### src/hdl/assert_macros.svh
// ----------------------------------------------------------------------------
// Assertion macros
// Shared shorthands for clocked concurrent assertions.
// ----------------------------------------------------------------------------
`ifndef ASSERT_MACROS_SVH
`define ASSERT_MACROS_SVH

// Clocked assertion, disabled while the active-low reset is asserted.
`define ASSERT_RST(lbl, clk, rst_n, prop, msg) \
  lbl: assert property (@(posedge clk) disable iff (!rst_n) prop) else $error(msg);

// Clocked assertion that is checked in every cycle, reset included.
`define ASSERT_ALWAYS(lbl, clk, prop, msg) \
  lbl: assert property (@(posedge clk) prop) else $error(msg);

`endif

### src/hdl/srb_pkg.sv
// ----------------------------------------------------------------------------
// srb_pkg
// Constants and codes shared by the sequence reorder buffer.
// ----------------------------------------------------------------------------
package srb_pkg;

  localparam int unsigned DEPTH     = 32;
  localparam int unsigned TAG_WIDTH = 16;
  localparam int unsigned SEQ_WIDTH = 32;

  localparam int unsigned OP_WIDTH     = 2;
  localparam int unsigned STATUS_WIDTH = 3;

  localparam logic [OP_WIDTH-1:0] OP_INSERT = 2'd0;
  localparam logic [OP_WIDTH-1:0] OP_FINISH = 2'd1;
  localparam logic [OP_WIDTH-1:0] OP_KILL   = 2'd2;

  localparam logic [STATUS_WIDTH-1:0] ST_RELEASED  = 3'd0;
  localparam logic [STATUS_WIDTH-1:0] ST_DONE      = 3'd1;
  localparam logic [STATUS_WIDTH-1:0] ST_ORDER_ERR = 3'd2;
  localparam logic [STATUS_WIDTH-1:0] ST_KILLED    = 3'd3;
  localparam logic [STATUS_WIDTH-1:0] ST_REJECTED  = 3'd4;

endpackage

### src/hdl/srb_ram.sv
// ----------------------------------------------------------------------------
// srb_ram
// Generic single-write, single-read RAM with a registered read port.
// ----------------------------------------------------------------------------
module srb_ram #(
  parameter int unsigned WIDTH = srb_pkg::TAG_WIDTH,
  parameter int unsigned DEPTH = srb_pkg::DEPTH
) (
  input  logic                     clk_i,
  input  logic                     wr_en_i,
  input  logic [$clog2(DEPTH)-1:0] wr_addr_i,
  input  logic [WIDTH-1:0]         wr_data_i,
  input  logic                     rd_en_i,
  input  logic [$clog2(DEPTH)-1:0] rd_addr_i,
  output logic [WIDTH-1:0]         rd_data_o
);

  logic [WIDTH-1:0] mem_q [DEPTH];
  logic [WIDTH-1:0] rd_data_q;

  always_ff @(posedge clk_i) begin
    if (wr_en_i) begin
      mem_q[wr_addr_i] <= wr_data_i;
    end
    if (rd_en_i) begin
      rd_data_q <= mem_q[rd_addr_i];
    end
  end

  assign rd_data_o = rd_data_q;

endmodule

### src/hdl/sequence_reorder_buffer_top.sv
// ----------------------------------------------------------------------------
// sequence_reorder_buffer_top
// Reorder buffer by sequence number. Tagged items arrive in any order within
// a window of DEPTH numbers from the expected one and leave strictly in
// ascending order; out-of-window, duplicate and post-halt items are rejected.
// Timing: an item is taken into an input register, then decided once the
// output is free: buffered, or answered with a single result. An in-order
// insert releases its item and the buffered ones that follow in order, from
// the tag RAM, whose single registered read port gives one release per cycle
// while the output is not stalled. Slot valid bits are flip-flops cleared by
// reset, so no clearing pass is needed. Output stall holds the block.
// ----------------------------------------------------------------------------
`include "assert_macros.svh"

module sequence_reorder_buffer_top #(
  parameter int unsigned DEPTH     = srb_pkg::DEPTH,
  parameter int unsigned TAG_WIDTH = srb_pkg::TAG_WIDTH,
  parameter int unsigned SEQ_WIDTH = srb_pkg::SEQ_WIDTH
) (
  input  logic                              clk_i,
  input  logic                              rst_ni,
  input  logic                              in_valid_i,
  output logic                              in_stall_o,
  input  logic [srb_pkg::OP_WIDTH-1:0]      operation_i,
  input  logic [SEQ_WIDTH-1:0]              seq_num_i,
  input  logic [TAG_WIDTH-1:0]              task_tag_i,
  output logic                              out_valid_o,
  input  logic                              out_stall_i,
  output logic [srb_pkg::STATUS_WIDTH-1:0]  status_o,
  output logic [SEQ_WIDTH-1:0]              seq_out_o,
  output logic [TAG_WIDTH-1:0]              tag_out_o,
  output logic                              last_o
);

  localparam int unsigned IDX_W = $clog2(DEPTH);
  localparam int unsigned CNT_W = $clog2(DEPTH + 1);

  localparam logic [1:0] S_IDLE  = 2'd0;
  localparam logic [1:0] S_EVAL  = 2'd1;
  localparam logic [1:0] S_DRAIN = 2'd2;

  logic [1:0]                         state_q, state_d;
  logic [SEQ_WIDTH-1:0]               expected_q, expected_d;
  logic [IDX_W-1:0]                   head_q, head_d;
  logic [DEPTH-1:0]                   valid_q, valid_d;
  logic [CNT_W-1:0]                   pending_q, pending_d;
  logic                               halted_q, halted_d;

  logic [srb_pkg::OP_WIDTH-1:0]       op_q;
  logic [SEQ_WIDTH-1:0]               seq_q;
  logic [TAG_WIDTH-1:0]               tag_q;

  logic                               out_valid_q, out_valid_d;
  logic [srb_pkg::STATUS_WIDTH-1:0]   status_q, status_d;
  logic [SEQ_WIDTH-1:0]               seq_out_q, seq_out_d;
  logic [TAG_WIDTH-1:0]               tag_out_q, tag_out_d;
  logic                               last_q, last_d;

  logic                               in_acc;
  logic                               out_free;
  logic [SEQ_WIDTH-1:0]               seq_dist;
  logic                               in_window;
  logic [IDX_W:0]                     slot_sum;
  logic [IDX_W-1:0]                   slot;
  logic [IDX_W-1:0]                   head_nx;
  logic                               more;

  logic                               ram_we;
  logic                               ram_re;
  logic [TAG_WIDTH-1:0]               ram_rdata;

  assign in_stall_o = (state_q != S_IDLE);
  assign in_acc     = in_valid_i && !in_stall_o;
  assign out_free   = !out_valid_q || !out_stall_i;

  assign seq_dist  = seq_q - expected_q;
  assign in_window = (seq_dist < SEQ_WIDTH'(DEPTH));
  assign slot_sum  = {1'b0, head_q} + {1'b0, seq_dist[IDX_W-1:0]};
  assign slot      = (slot_sum >= (IDX_W+1)'(DEPTH)) ?
                     IDX_W'(slot_sum - (IDX_W+1)'(DEPTH)) : slot_sum[IDX_W-1:0];
  assign head_nx   = (head_q == IDX_W'(DEPTH - 1)) ? '0 : head_q + IDX_W'(1);
  assign more      = valid_q[head_nx];

  always_comb begin
    state_d     = state_q;
    expected_d  = expected_q;
    head_d      = head_q;
    valid_d     = valid_q;
    pending_d   = pending_q;
    halted_d    = halted_q;
    out_valid_d = out_valid_q && out_stall_i;
    status_d    = status_q;
    seq_out_d   = seq_out_q;
    tag_out_d   = tag_out_q;
    last_d      = last_q;
    ram_we      = 1'b0;
    ram_re      = 1'b0;

    unique case (state_q)
      S_IDLE: begin
        if (in_acc) begin
          state_d = S_EVAL;
        end
      end
      S_EVAL: begin
        if (out_free) begin
          state_d     = S_IDLE;
          out_valid_d = 1'b1;
          status_d    = srb_pkg::ST_REJECTED;
          seq_out_d   = '0;
          tag_out_d   = '0;
          last_d      = 1'b1;
          priority if (halted_q) begin
            status_d = srb_pkg::ST_REJECTED;
          end else if (op_q == srb_pkg::OP_FINISH) begin
            halted_d = 1'b1;
            status_d = (pending_q == '0) ? srb_pkg::ST_DONE : srb_pkg::ST_ORDER_ERR;
          end else if (op_q == srb_pkg::OP_KILL) begin
            halted_d = 1'b1;
            status_d = srb_pkg::ST_KILLED;
          end else if (op_q != srb_pkg::OP_INSERT || !in_window || valid_q[slot]) begin
            status_d = srb_pkg::ST_REJECTED;
          end else if (seq_dist != '0) begin
            out_valid_d   = out_valid_q && out_stall_i;
            ram_we        = 1'b1;
            valid_d[slot] = 1'b1;
            pending_d     = pending_q + CNT_W'(1);
          end else begin
            status_d   = srb_pkg::ST_RELEASED;
            seq_out_d  = seq_q;
            tag_out_d  = tag_q;
            last_d     = !more;
            expected_d = expected_q + SEQ_WIDTH'(1);
            head_d     = head_nx;
            ram_re     = more;
            state_d    = more ? S_DRAIN : S_IDLE;
          end
        end
      end
      S_DRAIN: begin
        if (out_free) begin
          out_valid_d     = 1'b1;
          status_d        = srb_pkg::ST_RELEASED;
          seq_out_d       = expected_q;
          tag_out_d       = ram_rdata;
          last_d          = !more;
          valid_d[head_q] = 1'b0;
          pending_d       = pending_q - CNT_W'(1);
          expected_d      = expected_q + SEQ_WIDTH'(1);
          head_d          = head_nx;
          ram_re          = more;
          state_d         = more ? S_DRAIN : S_IDLE;
        end
      end
      default: begin
        state_d = S_IDLE;
      end
    endcase
  end

  always_ff @(posedge clk_i or negedge rst_ni) begin
    if (!rst_ni) begin
      state_q     <= S_IDLE;
      expected_q  <= '0;
      head_q      <= '0;
      valid_q     <= '0;
      pending_q   <= '0;
      halted_q    <= 1'b0;
      out_valid_q <= 1'b0;
    end else begin
      state_q     <= state_d;
      expected_q  <= expected_d;
      head_q      <= head_d;
      valid_q     <= valid_d;
      pending_q   <= pending_d;
      halted_q    <= halted_d;
      out_valid_q <= out_valid_d;
    end
  end

  always_ff @(posedge clk_i) begin
    if (in_acc) begin
      op_q  <= operation_i;
      seq_q <= seq_num_i;
      tag_q <= task_tag_i;
    end
    status_q  <= status_d;
    seq_out_q <= seq_out_d;
    tag_out_q <= tag_out_d;
    last_q    <= last_d;
  end

  srb_ram #(
    .WIDTH (TAG_WIDTH),
    .DEPTH (DEPTH)
  ) u_tag_ram (
    .clk_i     (clk_i),
    .wr_en_i   (ram_we),
    .wr_addr_i (slot),
    .wr_data_i (tag_q),
    .rd_en_i   (ram_re),
    .rd_addr_i (head_nx),
    .rd_data_o (ram_rdata)
  );

  assign out_valid_o = out_valid_q;
  assign status_o    = status_q;
  assign seq_out_o   = seq_out_q;
  assign tag_out_o   = tag_out_q;
  assign last_o      = last_q;

  `ASSERT_RST(a_pending_matches_valid, clk_i, rst_ni, (pending_q == CNT_W'($countones(valid_q))), "pending count differs from number of valid slots")
  `ASSERT_RST(a_halt_sticky, clk_i, rst_ni, halted_q |=> halted_q, "halt was cleared")
  `ASSERT_RST(a_drain_head_valid, clk_i, rst_ni, (state_q == S_DRAIN) |-> valid_q[head_q], "draining an empty head slot")

endmodule
### config.mk
export PLATFORM = sky130hd
export DESIGN_NAME = sequence_reorder_buffer_top
export DESIGN_NICKNAME = d
export VERILOG_FILES = /design/src/hdl/srb_pkg.sv /design/src/hdl/srb_ram.sv /design/src/hdl/sequence_reorder_buffer_top.sv
export VERILOG_INCLUDE_DIRS = /design/src /design/src/hdl
export SDC_FILE = /design/constraint.sdc
export NUM_CORES = 1
export LEC_CHECK = 0
export BUFFER_PORTS_ARGS = -buffer_cell sky130_fd_sc_hd__clkbuf_2
export CELL_PAD_IN_SITES_DETAIL_PLACEMENT = 0
export CELL_PAD_IN_SITES_GLOBAL_PLACEMENT = 2
export CORE_MARGIN = 3
export CORE_UTILIZATION = 47
export DETAILED_ROUTE_END_ITERATION = 7
export HOLD_SLACK_MARGIN = 0.05
export PLACE_DENSITY = 0.81
export SYNTH_ARGS = -nofsm -noshare
export SYNTH_HDL_FRONTEND = slang
export SYNTH_SLANG_ARGS = --single-unit
### constraint.sdc
create_clock -name clk_i -period 7.1 [get_ports clk_i]
set_input_delay 0.355 -clock clk_i [delete_from_list [all_inputs] [get_ports clk_i]]
set_output_delay 0.355 -clock clk_i [all_outputs]
set_load 0.005 [all_outputs]
==> results_dict.tcl <==
set metrics [dict create \
    endpoint_kind "flop" \
    status "finished, final reports clean" \
    grt_overflow 0 \
    postCtsSetupBuffers 0 \
    synth.avg_cell_area_um2 16.8 \
    yosys.area.top_type "edfxtp_1" \
    drive_gt1_share_pct 23.5 \
    place_inst 2782 \
    path_class "flop to flop" \
    fin_area_um2 35800 \
    async_flop_share_pct 11.1 \
    die_y_um 262 \
    layout_commonest_cell "edfxtp_1" \
    start_util_pct 47.7 \
    dr_total_vias 17700 \
    gp_congestion 0.893 \
    clkLatencyLatePin_ps 630 \
    grt_max_degree 91 \
    synth_fp_nets 1947 \
    numClockSinks 709 \
    slew_viol_final 0 \
    skew_ps 26.6 \
    drcViolationCount 0 \
    avgViaCountPerCell 5.95 \
    path_max_fanout 16 \
    tightest_slew_ps 1090 \
    io_buffer_count 107 \
    ys_top_cells_by_area "edfxtp_1, mux4_2, dfrtp_1" \
    synth_top_area_share_pct 61.4 \
    yosysUniqueCellTypes 72 \
    reg2reg_slack_ps 920 \
    cts-root-buf "clkbuf_16" \
    fmax_mhz 162 \
    leakagePower_nw 12.0 \
    hold_path_class "primary input to flop" \
    fin_nets 2167 \
    worstHoldStart "in_valid_i" \
    min_period_over_period_pct 87.0 \
    cts_tree "built" \
    synth_flop_cell "edfxtp_1" \
    wl_mm 77.9 \
    yosysWarnings 0 \
    drv_cap 0 \
    layout.cells.non_filler 2971 \
    numCtsBuffers 75 \
    final_cell_mix "edfxtp_1, mux4_2, clkbuf_2" \
    start_kind "flop" \
    setup_viol 0 \
    die_area_um2 68700 \
    slew_headroom_pct 27.2 \
    worstPathRequired_ps 7400 \
    antenna_found_initial 0 \
    grt_pass1_vias 18000 \
    dieWidth_um 262 \
    worstPathArrival_ps 6480 \
    wl_per_cell_um 26.2 \
    clk_pin_slew_ps 60 \
    ant_nets 0 \
    r2r-end "u_tag_ram.mem_q[26][14]" \
    total_power_w 0.0106 \
    holdWs_ps 218 \
    rsz0062_at_grt "false" \
    hold_viol 0 \
    syn_inst 1837 \
    placed_cell_area_um2 32800 \
    rows 93 \
    synth-seq-cells 709 \
    period_minus_slack_ps 6180 \
    syn_area_um2 30800 \
    design.portCount 108 \
    p_per_area_nw_per_um2 295 \
    synth_edf_count 630 \
    drt_iter0_drc 2014 \
    areaGrowthSynthToFinish_pct 16.2 \
    ys_seq_area_share_pct 67.8 \
    min_to "state_q[1]" \
    r2r_start "expected_q[0]" \
    dr.pass1.iters 6 \
    cts_max_level 3 \
    holdPathStages 4 \
    dp_hpwl_mm 50.6 \
    cts_buffer_depth 3 \
    reg2reg_depth 15 \
    grt_pass1_wl_mm 116 \
    gr-usage-all-layers_pct 22.9 \
    core_um2 64700 \
    ir_drop_uv 164 \
    tns_ps 0 \
]
[report_power, final]
group,internal (W),switching (W)
registers,0.00488,0.0000795
logic,0.000531,0.00112
clock network,0.00231,0.00164
total,0.00772,0.00284
[cell usage after synthesis (4+ instances only)]
library cell / instances
a21oi_1: 54
o21ai_1: 7
a211oi_1: 9
o21ai_0: 58
buf_2: 8
mux2_2: 7
and4_1: 5
xnor2_1: 44
ha_1: 53
edfxtp_1: 630
o211ai_1: 7
nor3_1: 42
mux2i_1: 75
nor2b_1: 9
or2_2: 5
o21a_1: 9
nand3b_1: 4
o41ai_1: 5
nor4_1: 24
nand2_1: 74
clkbuf_1: 56
dfrtp_1: 79
xor2_1: 14
or3_1: 13
inv_1: 75
a22o_1: 48
nand3_1: 37
and2_1: 5
nor2_1: 68
and3_1: 6
mux4_2: 161
o31ai_1: 31
nand2b_1: 17
nand4_1: 12
a21o_1: 9
buf_1: 16
[flip-flops by register name (all words and copies together) (netlist names)]
name	count
u_tag_ram.mem_q	512
pending_q	6
op_q	2
valid_q	32
tag_q	16
tag_out_o	16
head_q	5
state_q	2
u_tag_ram.rd_data_o	16
out_valid_o	1
last_o	1
expected_q	32
seq_q	32
status_o	3
halted_q	1
seq_out_o	32
[logic make-up after synthesis]
| group | share of synthesized area, % |
|---|---|
| AND/OR/NAND/NOR | 5.52 |
| flip-flops | 67.8 |
| XOR/XNOR | 1.70 |
| multiplexers | 14.6 |
| AO/OA/AOI/OAI | 6.14 |
| adder cells (fa/ha/maj) | 2.35 |
| buffers and inverters | 1.94 |
[critical path: stages (launching register included)]
cell,delay [ps]
dfrtp_1,450
ha_1,260
fa_1,500
fa_1,480
nand2b_1,170
a21oi_1,150
xor2_1,250
xor2_1,750
mux2i_1,200
a2111oi_2,460
nand2_1,100
or4_4,560
nor3_4,320
nand2_1,570
nor3_2,330
buf_4,290
[how the worst max path moves through the flow]
stage / slack, ps / start / end / cells after the start
after floorplan: 1080 / expected_q[0] / u_tag_ram.mem_q[27][0] / 14
after global placement: 1060 / expected_q[0] / u_tag_ram.mem_q[26][15] / 15
after detailed placement: 1000 / expected_q[0] / u_tag_ram.mem_q[26][15] / 13
after CTS: 970 / expected_q[0] / u_tag_ram.mem_q[26][5] / 15
after global routing: 590 / expected_q[1] / u_tag_ram.mem_q[26][4] / 19
final: 920 / expected_q[0] / u_tag_ram.mem_q[26][14] / 15
[routing by layer]
layer | global-route usage [%] | routed length (um) | share of wire [%]
met3 | 3.41 | 5200 | 6.7
met5 | 0 | 0 | 0
met2 | 37.1 | 37400 | 48
met4 | 6.40 | 1720 | 2.2
met1 | 32.8 | 33600 | 43
[per-stage QoR]
stage,utilization (%),worst slack [ps]
3_5_place_dp,50.6,997
4_1_cts,55.4,967
3_3_place_gp,50.6,1060
2_1_floorplan,-,1080
5_1_grt,55.4,594
6_report,55.4,923
[final cells by class]
class | count | area (um2)
antenna | 1 | 2.50
inverter | 75 | 282
fill | 5064 | 28900
timing repair buffer | 224 | 1570
tap | 855 | 1070
clock buffer | 88 | 1940
sequential | 709 | 20900
clock inverter | 47 | 581
multi-input combinational | 972 | 9480
[repair_timing]
action,CTS,global route
endpoints found under the hold margin,55,0
endpoints found under the setup margin,0,0
gates resized for setup,0,0
hold buffers,53,0
(Power assumes the default switching activity.)
